--- src/sv/sha_pkg.sv ---
package sha_pkg;

  localparam int unsigned BlockWords = 16;
  localparam int unsigned Rounds     = 64;

  typedef logic [31:0] word_t;

  typedef struct packed {
    logic [7:0] data_byte;
    logic       byte_valid;
    logic       finish;
  } in_item_t;

  typedef struct packed {
    logic [31:0] digest_word;
    logic [2:0]  word_index;
    logic        last_word;
  } out_item_t;

  // Round constants
  function automatic word_t round_k(input logic [5:0] idx);
    word_t k;
    case (idx)
      6'd0:  k = 32'h428a2f98; 6'd1:  k = 32'h71374491;
      6'd2:  k = 32'hb5c0fbcf; 6'd3:  k = 32'he9b5dba5;
      6'd4:  k = 32'h3956c25b; 6'd5:  k = 32'h59f111f1;
      6'd6:  k = 32'h923f82a4; 6'd7:  k = 32'hab1c5ed5;
      6'd8:  k = 32'hd807aa98; 6'd9:  k = 32'h12835b01;
      6'd10: k = 32'h243185be; 6'd11: k = 32'h550c7dc3;
      6'd12: k = 32'h72be5d74; 6'd13: k = 32'h80deb1fe;
      6'd14: k = 32'h9bdc06a7; 6'd15: k = 32'hc19bf174;
      6'd16: k = 32'he49b69c1; 6'd17: k = 32'hefbe4786;
      6'd18: k = 32'h0fc19dc6; 6'd19: k = 32'h240ca1cc;
      6'd20: k = 32'h2de92c6f; 6'd21: k = 32'h4a7484aa;
      6'd22: k = 32'h5cb0a9dc; 6'd23: k = 32'h76f988da;
      6'd24: k = 32'h983e5152; 6'd25: k = 32'ha831c66d;
      6'd26: k = 32'hb00327c8; 6'd27: k = 32'hbf597fc7;
      6'd28: k = 32'hc6e00bf3; 6'd29: k = 32'hd5a79147;
      6'd30: k = 32'h06ca6351; 6'd31: k = 32'h14292967;
      6'd32: k = 32'h27b70a85; 6'd33: k = 32'h2e1b2138;
      6'd34: k = 32'h4d2c6dfc; 6'd35: k = 32'h53380d13;
      6'd36: k = 32'h650a7354; 6'd37: k = 32'h766a0abb;
      6'd38: k = 32'h81c2c92e; 6'd39: k = 32'h92722c85;
      6'd40: k = 32'ha2bfe8a1; 6'd41: k = 32'ha81a664b;
      6'd42: k = 32'hc24b8b70; 6'd43: k = 32'hc76c51a3;
      6'd44: k = 32'hd192e819; 6'd45: k = 32'hd6990624;
      6'd46: k = 32'hf40e3585; 6'd47: k = 32'h106aa070;
      6'd48: k = 32'h19a4c116; 6'd49: k = 32'h1e376c08;
      6'd50: k = 32'h2748774c; 6'd51: k = 32'h34b0bcb5;
      6'd52: k = 32'h391c0cb3; 6'd53: k = 32'h4ed8aa4a;
      6'd54: k = 32'h5b9cca4f; 6'd55: k = 32'h682e6ff3;
      6'd56: k = 32'h748f82ee; 6'd57: k = 32'h78a5636f;
      6'd58: k = 32'h84c87814; 6'd59: k = 32'h8cc70208;
      6'd60: k = 32'h90befffa; 6'd61: k = 32'ha4506ceb;
      6'd62: k = 32'hbef9a3f7; default: k = 32'hc67178f2;
    endcase
    return k;
  endfunction

  // Initial hash values
  function automatic word_t init_h(input logic [2:0] idx);
    word_t h;
    case (idx)
      3'd0: h = 32'h6a09e667; 3'd1: h = 32'hbb67ae85;
      3'd2: h = 32'h3c6ef372; 3'd3: h = 32'ha54ff53a;
      3'd4: h = 32'h510e527f; 3'd5: h = 32'h9b05688c;
      3'd6: h = 32'h1f83d9ab; default: h = 32'h5be0cd19;
    endcase
    return h;
  endfunction

  function automatic word_t rotr(input word_t v, input int unsigned s);
    return (v >> s) | (v << (32 - s));
  endfunction

endpackage

--- src/sv/sha_round.sv ---
// One compression round plus one message schedule step over a sliding
// sixteen-word window. Purely combinational; the sequencer holds the state.
module sha_round (
  input  sha_pkg::word_t [7:0]  st_i,
  input  sha_pkg::word_t [15:0] w_i,
  input  logic [5:0]            rnd_i,
  output sha_pkg::word_t [7:0]  st_o,
  output sha_pkg::word_t [15:0] w_o
);
  import sha_pkg::*;

  word_t t1, t2, s0, s1, wn;

  // Round function on a..h
  always_comb begin
    t1 = st_i[7] + (rotr(st_i[4], 6) ^ rotr(st_i[4], 11) ^ rotr(st_i[4], 25))
       + ((st_i[4] & st_i[5]) ^ (~st_i[4] & st_i[6])) + round_k(rnd_i) + w_i[0];
    t2 = (rotr(st_i[0], 2) ^ rotr(st_i[0], 13) ^ rotr(st_i[0], 22))
       + ((st_i[0] & st_i[1]) ^ (st_i[0] & st_i[2]) ^ (st_i[1] & st_i[2]));
    st_o[7] = st_i[6];
    st_o[6] = st_i[5];
    st_o[5] = st_i[4];
    st_o[4] = st_i[3] + t1;
    st_o[3] = st_i[2];
    st_o[2] = st_i[1];
    st_o[1] = st_i[0];
    st_o[0] = t1 + t2;
  end

  // Schedule: next word enters at the top of the window
  always_comb begin
    s0 = rotr(w_i[1], 7) ^ rotr(w_i[1], 18) ^ (w_i[1] >> 3);
    s1 = rotr(w_i[14], 17) ^ rotr(w_i[14], 19) ^ (w_i[14] >> 10);
    wn = s1 + w_i[9] + s0 + w_i[0];
    for (int i = 0; i < 15; i++) w_o[i] = w_i[i+1];
    w_o[15] = wn;
  end

endmodule

--- config.mk ---
export PLATFORM = sky130hd
export DESIGN_NAME = sha_round
export DESIGN_NICKNAME = d
export VERILOG_FILES = /design/src/sv/sha_pkg.sv /design/src/sv/sha_round.sv
export SDC_FILE = /design/constraint.sdc
export NUM_CORES = 1
export LEC_CHECK = 0
export BUFFER_PORTS_ARGS = -buffer_cell sky130_fd_sc_hd__buf_2
export CORE_AREA = 2 2 607 609
export DETAILED_ROUTE_END_ITERATION = 6
export DIE_AREA = 0 0 609 611
export GPL_ROUTABILITY_DRIVEN = 1
export PLACE_DENSITY_LB_ADDON = 0.1
export SYNTH_ARGS = -nofsm -noshare
export SYNTH_HDL_FRONTEND = slang
export SYNTH_SLANG_ARGS = --single-unit
export TNS_END_PERCENT = 20
--- constraint.sdc ---
create_clock -name vclk -period 24.4
set_input_delay 4.88 -clock vclk [all_inputs]
set_output_delay 4.88 -clock vclk [all_outputs]
set_load 0.01 [all_outputs]
After elaboration in Yosys (flattened, before gate mapping). Memory sizes are Yosys's and may differ from the RTL's. Cells that the tools add are included.

Bits of input ports: 774. Output and inout bits: 768. Memory bits (read-only): 2048. Logic and storage cells: 38. Bits in latches: 0. RAM bits: 0. Flip-flop bits (word level): 0. Memories kept: 1.

Eq/ne operators: 0. Reductions and logical operators: 0. Shifts and indexed selects: 0. Order comparisons: 0. Add/sub/neg operators: 10. Multiplexer cells: 0. $mul: 0. Bitwise operators: 27. Divide/modulo/power cells: 0.

Memories: (no name shown) (depth 64, bits a word 32, rd ports 1, clocked after memory_dff 0, write ports 0, RTL line sha_pkg.sv:23) `case (idx)`.

Operators by type and width (count): $add A32 B32 Y32 (10); $xor A32 B32 Y32 (9); $and A32 B32 Y32 (5); $not A32 Y32 (1); $or A10 B32 Y32 (1); $or A13 B32 Y32 (1); $or A14 B32 Y32 (1); $or A15 B32 Y32 (1); $or A19 B32 Y32 (1); $or A21 B32 Y32 (1); $or A25 B32 Y32 (1); $or A26 B32 Y32 (1); $or A30 B32 Y32 (1); $or A7 B32 Y32 (1); $xor A32 B22 Y32 (1); $xor A32 B29 Y32 (1).

Depth between registers and ports, before layout. Gate-level depths: netlist of the first run.

Word-level depth: 8. Depth in mapped cells: 34. Depth with buffers taken out: 34.

Worst setup path before layout of the first run. OpenSTA, ideal clock, no wires.

Path type: input-to-output. Start: input rnd_i[3]. End: output st_o[28] in the netlist's numbering. Buffers on the path: 4. Required time: 19520 ps. Data arrival time: 11262 ps. Path slack: 8258 ps. Cell stages on the path: 30. Cells stage by stage: clkbuf_1 -> clkbuf_1 -> clkbuf_1 -> buf_1 -> o211ai_1 -> o211ai_1 -> o21ai_0 -> fa_1 -> inv_1 -> ha_1 -> fa_1 -> a211oi_1 -> nor2_1 -> o21ai_0 -> nor2_1 -> o21ai_0 -> nand2_1 -> a21o_1 -> a21o_1 -> xnor2_1 -> fa_1 -> inv_1 -> ha_1 -> a21oi_1 -> nor2b_1 -> a221o_1 -> a32o_1 -> a311o_1 -> a31oi_1 -> xnor2_1.

RTL lines: start: declaration (RTL line sha_round.sv:6) `input logic [5:0] rnd_i,`; end: declaration (RTL line sha_round.sv:7) `output sha_pkg::word_t [7:0] st_o,`.

==> impl_results.md, run 1 <==
* Outcome: completed
* Setup_tns at 0 ns
* Area of the multi-input gates at ~15000 sq um
* Simple-Gate Fraction of Synth Area at 8.31%
* Top delay family on crit path: compound AO/OA/AOI/OAI gates
* Synthesized net count at between 3000 and 4000
* Worst Setup Path Type: in -> out
* Resized Gates After CTS at 0
* Detail Route Antenna Nets at 0
* Worst endpoint required time at ~20 ns
* Slew @ Worst Pin at 1.02 ns
* Pin count of the biggest net entering global routing at between 80 and 90
* Number of global-route vias before repair at 20200
* Via Count at about 19000
* Die width at 609 um
* Period utilization at between 70% and 80%
* Critical-path maximum fanout at 45
* Global-route wire length before repair at between 200000 and 250000 um
* Total Routed Length at roughly 200000 um
* Slew Viols, Final at 0
* Largest family of logic cells by synthesized area: buffers and inverters
* # port buffers at between 700 and 800
* Die height at ~600 um
* Share of cells above drive strength 1 at between 20% and 30%
* Total gr overflow at 0
* Synth Instances at between 2000 and 3000
* Worst EP arrival at 14.01 ns
* Post-Synthesis Cell Area at roughly 22000 sq um
* Unique cell type count in the Yosys netlist at 73
* CP max-delay cell: xnor2_1
* Crit path top cell by count: a21o_1
* Max-cap viol count at 0
* XOR/XNOR Fraction of Synth Area at roughly 15%
* Worst path bufs/invs at 5
* Worst hold path type: in -> out
* NumNets Final at 4012
* Adder-cell area share of the yosys netlist at between 20% and 30%
* Seq_cells at 0
* RSZ-0062 raised after global routing: no
* DRC at 0
* Final hold violation count at 0
* Gr usage total at 10.1%
* Endpoint type of the worst setup path: output pin
* Core Rows at ~220
* Post-CTS Setup Repair Bufs at 0
* FF/Latch Area at 0 sq um
* Seq/Total Area, Yosys at 0%
* Post-synthesis compound-gate area fraction at 16.6%
* FMAX at 52.9 MHz
* Final GP Congestion at slightly above 0.8
* Slew margin rel. at between 30% and 40%
* Startpoint types: input port
* Final Setup Violations at 0
* Top-level I/O count at about 1500
* WL per Instance at 25.5 um
* Initial Util at approximately 5.9%
* Filler instances at about 43000
* Hpwl dp at between 150000 and 200000 um
* Hold buffers post-CTS at 0
* Initial antenna violation count at 77
* CP peak stage delay at approximately 0.8 ns
* Syn avg cell area at between 7 and 8 sq um
* Layout area overhead at 22.5%
* Synth Warn # at 0
* CLK BUF at 0
* Core area at 365000 sq um
* TritonRoute pass-1 iters at 5
* Final min period at roughly 19 ns
* Die area at approximately 370000 sq um
* DR iter-0 viols at approximately 860
* Vias per cell at 2.48
* Multiplexer share of the synthesized area at ~2.8%
-- worst paths after layout --
path,from,end,slack (ns),depth (start not counted)
worst min-delay path,w_i[158],w_o[126],9.76,0
worst max-delay path,rnd_i[2],st_o[29],5.51,30
-- cell usage after synthesis, types with 7 or more instances --
cell | n | area [sq um]
or3_1 | 8 | 50.1
nand2_1 | 132 | 495
nand3_1 | 24 | 120
mux2i_1 | 9 | 90.1
nand4_1 | 7 | 43.8
buf_1 | 7 | 26.3
and3_1 | 14 | 87.6
inv_1 | 401 | 1510
clkbuf_1 | 58 | 218
a311oi_1 | 9 | 78.8
o211ai_1 | 14 | 105
nand2b_1 | 24 | 150
a21oi_1 | 149 | 746
o21ai_0 | 141 | 706
mux4_2 | 7 | 158
ha_1 | 142 | 1780
mux2_2 | 31 | 349
o21bai_1 | 12 | 90.1
o21a_1 | 19 | 143
xor2_1 | 148 | 1300
nor2_1 | 111 | 417
buf_4 | 672 | 5040
a21o_1 | 91 | 683
a221oi_1 | 7 | 61.3
nor3_1 | 18 | 90.1
a31oi_1 | 26 | 163
and2_1 | 7 | 43.8
fa_1 | 187 | 3740
nor2b_1 | 15 | 93.8
xnor2_1 | 227 | 1990
a211oi_1 | 28 | 210
-- layout make-up --
type,instances,share of cell area [%]
inverters,401,5.69
well taps,4816,22.8
diodes,8,0.0757
repair buffers,801,15.4
multi-input cells,1705,56.0
-- stage by stage --
stage	setup WS [ns]	std cells	hold slack [ns]	utilization, %	cell area [sq um]
after floorplan	8.26	2843	9.85	-	21600
final	5.51	7731	9.76	7.25	26500
after CTS	5.56	7723	9.76	7.24	26400
after global placement	5.31	7723	9.76	7.24	26400
after detailed placement	5.54	7723	9.76	7.24	26400
after global routing	5.04	7726	9.76	7.25	26400
-- logic make-up (layout without fill, tap and decap cells) --
group,after synthesis,count (layout)
AOI/OAI and AO/OA,563,563
buffers and inverters,1138,1202
adders and majority gates,332,332
other,0,8
and+or+nand+nor,388,388
xor gates and xnor gates,375,375
muxes,47,47
-- per-layer routing --
| layer | track usage [%] | share of wire (%) | vias to the layer above |
|---|---|---|---|
| met5 | 0.568 | 0.23 | - |
| met4 | 1.74 | 2.3 | 28 |
| met3 | 3.10 | 7.4 | 234 |
| met2 | 19.0 | 52 | 904 |
| met1 | 11.1 | 38 | 9333 |
| li1 | - | - | 8659 |
-- cells in the final DEF, fill, tap and decap left out, types with 91 or more instances in the layout --
master / count
a21o_1: 91
a21oi_1: 149
buf_2: 773
fa_1: 187
ha_1: 142
inv_1: 401
nand2_1: 132
nor2_1: 111
o21ai_0: 139
xnor2_1: 226
xor2_1: 148
==> run 2, diff against run 1 <==
ABC_AREA = 1   (was default)
CORE_AREA = 2 2 605 607   (was 2 2 607 609)
DIE_AREA = 0 0 607 609   (was 0 0 609 611)
clock period = 17.9 ns   (was 24.4 ns; I/O delays follow)
==> impl_results.md, run 2 <==
* Core area at 364000 sq um (-0.30%)
* FMAX at 66.0 MHz
* Post-CTS Setup Repair Bufs at 0 (unchanged)
* CP peak stage delay at 0.60 ns (-0.18 ns)
* Seq/Total Area, Yosys at 0% (unchanged)
* Global-route wire length before repair at 258000 um (+7.0%)
* Worst EP arrival at 11.57 ns (-2.44 ns)
* Syn avg cell area at 6.86 sq um (-9.7%)
* Slew margin rel. at 31.5% (+0.11 points)
* Core Rows at 222 (unchanged)
* Post-Synthesis Cell Area at 22600 sq um (+4.6%)
* Via Count at 21600 (+13%)
* Total gr overflow at 0 (unchanged)
* Worst Setup Path Type: in -> out
* Die area at 370000 sq um (-0.65%)
* Area of the multi-input gates at 15100 sq um (+1.8%)
* Filler instances at 43400 (+0.28%)
* Vias per cell at 2.63 (+6.2%)
* RSZ-0062 raised after global routing: no
* DRC at 0 (unchanged)
* Synth Instances at 3294 (+16%)
* Outcome: completed
* Hold Crit Depth at 0 (unchanged)
* Final GP Congestion at 0.829 (+2.7%)
* Share of cells above drive strength 1 at 25.2% (-4.3 points)
* Hpwl dp at 195000 um (+7.0%)
* Top cells by area, synth: buf_4 (22%), fa_1 (17%), inv_1 (10%)
* Slew @ Worst Pin at 1.02 ns (-0.00718 ns)
* Final Setup Violations at 0 (unchanged)
* Synth Warn # at 0 (unchanged)
* Top-level I/O count at 1542 (unchanged)
* Period utilization at 84.7%
* Detail Route Antenna Nets at 0 (unchanged)
* Endpoint type of the worst setup path: output pin
* Leading cell types in the layout, fill and taps excluded: buf_2 (774), inv_1 (610), nand2_1 (420)
* Seq_cells at 0 (unchanged)
* Die height at 609 um (-0.33%)
* Critical-path maximum fanout at 11 (-76%)
* Largest area contributor in the netlist: buf_4
* Most common library cells after synthesis: buf_4 (672), inv_1 (611), nand2_1 (420), xor2_1 (194), fa_1 (187)
* Startpoint types: input port
* DR iter-0 viols at 1109 (+29%)
* Total Routed Length at 208000 um (+5.6%)
* Final min period at about 15 ns
* Hold buffers post-CTS at 0 (unchanged)
* Synthesized net count at 4397 (+11%)
* NumNets Final at 4476 (+12%)
* Setup_tns at 0 ns (unchanged)
* Worst endpoint required time at 14.32 ns (-5.20 ns)
* Synth top area share at 22.3% (-1.0 points)
* Number of global-route vias before repair at 22500 (+11%)
* Crit path top cell by count: inv_1
* Resized Gates After CTS at 0 (unchanged)
* Die width at 607 um (-0.33%)
* # port buffers at 774 (unchanged)
* Max-cap viol count at 0 (unchanged)
* TritonRoute pass-1 iters at 5 (unchanged)
* FF/Latch Area at 0 sq um (unchanged)
* Worst hold path type: in -> out
* Pin count of the biggest net entering global routing at 59 (-27%)
* Initial antenna violation count at 74 (-3.9%)
* CP max-delay cell: fa_1
* Slew Viols, Final at 0 (unchanged)
* Gr usage total at 10.8% (+0.70 points)
* Layout area overhead at 21.3%
* Unique cell type count in the Yosys netlist at 58 (-21%)
* Final hold violation count at 0 (unchanged)
* Initial Util at 6.21% (+0.29 points)
* WL per Instance at 25.4 um (-0.43%)
* Top-count cell post-synth: buf_4
* CLK BUF at 0 (unchanged)
* Commonest non-fill, non-tap cell in the layout: buf_2
==> run 2: cell types whose count changed in the layout (fill, tap and decap cells not counted), sizes merged, moves of 70 or more <==
cell and change:
nor2 +73, xnor2 -70, inv +217, a21o -70, nand2 +293, nand3 +76
==> run 2: path summary, 6_finish.rpt <==
check                 slack, ns       end     start
worst max-delay path       2.75  st_o[31]  rnd_i[0]
worst min-delay path       7.16  w_o[108]  w_i[140]
==> run 2: layer usage <==
metal	wire length (um)	GRT usage, %	vias up	share of wire (%)
met1	81700	12.3	10500	39
li1	-	-	9755	-
met4	6170	2.48	30	3.0
met5	192	0	-	0.092
met3	13900	2.73	243	6.7
met2	106000	19.9	1086	51
==> run 2: final cells by class <==
class	count	share of cell area [%]
timing repair buffer	783	14.4
inverter	618	8.46
multi-input combinational	1970	55.1
tap	4816	22.0
antenna	13	0.119
==> run 2: worst max-delay path, delay by kind of cell <==
family | cells | cell delay [ns]
AO/OA/AOI/OAI | 10 | 2.35
XOR/XNOR | 1 | 0.39
adder cells (fa/ha/maj) | 5 | 2.27
buffers and inverters | 8 | 1.14
AND/OR/NAND/NOR | 8 | 1.82
==> run 2: cells by family after synthesis <==
| family | after synthesis | synth area share, % |
|---|---|---|
| muxes | 28 | 1.38 |
| buffers and inverters | 1324 | 33.2 |
| and+or+nand+nor | 770 | 14.1 |
| AOI/OAI and AO/OA | 489 | 13.2 |
| xor gates and xnor gates | 351 | 13.6 |
| adders and majority gates | 332 | 24.6 |
==> run 2: metrics by stage <==
stage / cells / hold WS [ns] / utilization, % / setup slack (ns) / instance area (sq um)
2_1_floorplan: 3294 / 7.25 / - / 5.56 / 22600
3_3_place_gp: 8187 / 7.16 / 7.52 / 2.47 / 27400
3_5_place_dp: 8187 / 7.16 / 7.52 / 2.57 / 27400
4_1_cts: 8187 / 7.16 / 7.52 / 2.53 / 27400
5_1_grt: 8195 / 7.16 / 7.53 / 2.04 / 27400
6_report: 8200 / 7.16 / 7.53 / 2.75 / 27400
Power of run 2 is not shown: default switching activity piles up to over one toggle a cycle in this logic, so the estimate is an artifact.
==> run 3, diff against run 2 <==
ABC_AREA = 0   (was 1)
CORE_AREA = 2 2 609 611   (was 2 2 605 607)
DIE_AREA = 0 0 611 613   (was 0 0 607 609)
clock period = 14.7 ns   (was 17.9 ns; I/O delays follow)
==> impl_results.md, run 3 (synthesis results as in run 1) <==
* Hold Crit Depth at 0 (unchanged)
* Dpl ws at 0.712 ns (-1.85 ns)
* Vias per cell at 2.51 (-4.4%)
* Seq_cells at 0 (unchanged)
* Hpwl dp at 193000 um (-1.1%)
* DR iter-0 viols at 843 (-24%)
* Critical-path maximum fanout at 21 (+10)
* DRC at 0 (unchanged)
* Number of global-route vias before repair at 21100 (-5.9%)
* Max-cap viol count at 0 (unchanged)
* TritonRoute pass-1 iters at 5 (unchanged)
* Die area at 375000 sq um (+1.3%)
* Final GP Congestion at 0.798 (-3.7%)
* Core Rows at 223 (+0.45%)
* Global-route wire length before repair at 253000 um (-1.8%)
* NumNets Final at 4122 (-7.9%)
* Outcome: completed
* Gr usage total at 10.6% (-0.23 points)
* Hold slack at 5.88 ns (-1.28 ns)
* Final WS setup at 0.915 ns (-1.83 ns)
* Worst hold path type: in -> out
* Die width at 611 um (+0.66%)
* WL per Instance at 26.3 um (+3.6%)
* Final hold violation count at 0 (unchanged)
* Top-level I/O count at 1542 (unchanged)
* Leading cell types in the layout, fill and taps excluded: buf_2 (772), inv_1 (401), xnor2_1 (226)
* Endpoint type of the worst setup path: output pin
* Commonest non-fill, non-tap cell in the layout: buf_2
* Setup_tns at 0 ns (unchanged)
* Via Count at 19800 (-8.4%)
* Post-CTS Setup Repair Bufs at 0 (unchanged)
* Total gr overflow at 0 (unchanged)
* Worst EP arrival at 10.85 ns (-0.72 ns)
* # port buffers at 774 (unchanged)
* Slew margin rel. at 33.0% (+1.5 points)
* CLK BUF at 0 (unchanged)
* Slew Viols, Final at 0 (unchanged)
* CP max-delay cell: fa_1
* Startpoint types: input port
* Hold buffers post-CTS at 0 (unchanged)
* RSZ-0062 raised after global routing: no
* Final min period at between 10 and 15 ns
* CP peak stage delay at 0.58 ns (-0.02 ns)
* Core area at 368000 sq um (+1.1%)
* Hold Startpoint: w_i[136]
* Die height at 613 um (+0.66%)
* Worst Setup Path Type: in -> out
* Total Routed Length at 207000 um (-0.68%)
* Crit path top cell by count: o21ai_0
* Share of cells above drive strength 1 at 32.1% (+6.8 points)
* Worst endpoint required time at 11.76 ns (-2.56 ns)
* Hold endpoint: w_o[104]
* Pin count of the biggest net entering global routing at 72 (+22%)
* Layout area overhead at 26.5%
* Period utilization at a little over nine tenths
* Detail Route Antenna Nets at 0 (unchanged)
* Slew @ Worst Pin at 1.00 ns (-0.0149 ns)
* Resized Gates After CTS at 0 (unchanged)
* FF/Latch Area at 0 sq um (unchanged)
* Final Setup Violations at 0 (unchanged)
* Initial Util at 5.88% (-0.34 points)
* Initial antenna violation count at 76 (+2.7%)
* FMAX at between 70 and 80 MHz
==> run 3: final cells by class <==
type / instances / area, sq um
antenna: 8 / 20.0
fill: 43400 / 340000
inverter: 401 / 1510
multi-input combinational: 1705 / 14800
tap: 4837 / 6050
timing repair buffer: 911 / 4920
==> run 3: worst max-delay path by stage <==
stage | from | endpoint | slack (ns) | depth (start not counted)
after floorplan | rnd_i[3] | st_o[28] | 2.44 | 30
after global placement | rnd_i[2] | st_o[28] | 0.63 | 33
after detailed placement | rnd_i[2] | st_o[28] | 0.71 | 33
after CTS | rnd_i[2] | st_o[28] | 0.70 | 33
after global routing | rnd_i[1] | st_o[29] | 0.22 | 35
final | rnd_i[2] | st_o[28] | 0.91 | 33
==> run 3: critical path, delay by kind of cell <==
family                   cells  cell delay [ns]
buffers and inverters        6             1.01
XOR/XNOR                     2             0.55
AND/OR/NAND/NOR              5             0.44
AO/OA/AOI/OAI               14             3.42
adder cells (fa/ha/maj)      6             2.44
==> run 3: layer usage <==
| metal | global-route usage [%] | routed length (um) | vias to the layer above |
|---|---|---|---|
| li1 | - | - | 8879 |
| met1 | 11.5 | 77300 | 9687 |
| met2 | 20.1 | 109000 | 921 |
| met3 | 3.36 | 16300 | 258 |
| met4 | 1.47 | 4060 | 24 |
| met5 | 0.413 | 356 | - |
==> run 3: per-stage QoR <==
step / std cells / utilization, % / instance area [sq um]
5_1_grt: 7856 / 7.43 / 27300
4_1_cts: 7854 / 7.42 / 27300
6_report: 7862 / 7.43 / 27300
3_5_place_dp: 7854 / 7.42 / 27300
3_3_place_gp: 7854 / 7.42 / 27300
2_1_floorplan: 2843 / - / 21600
Power of run 3 is left out for the same reason.
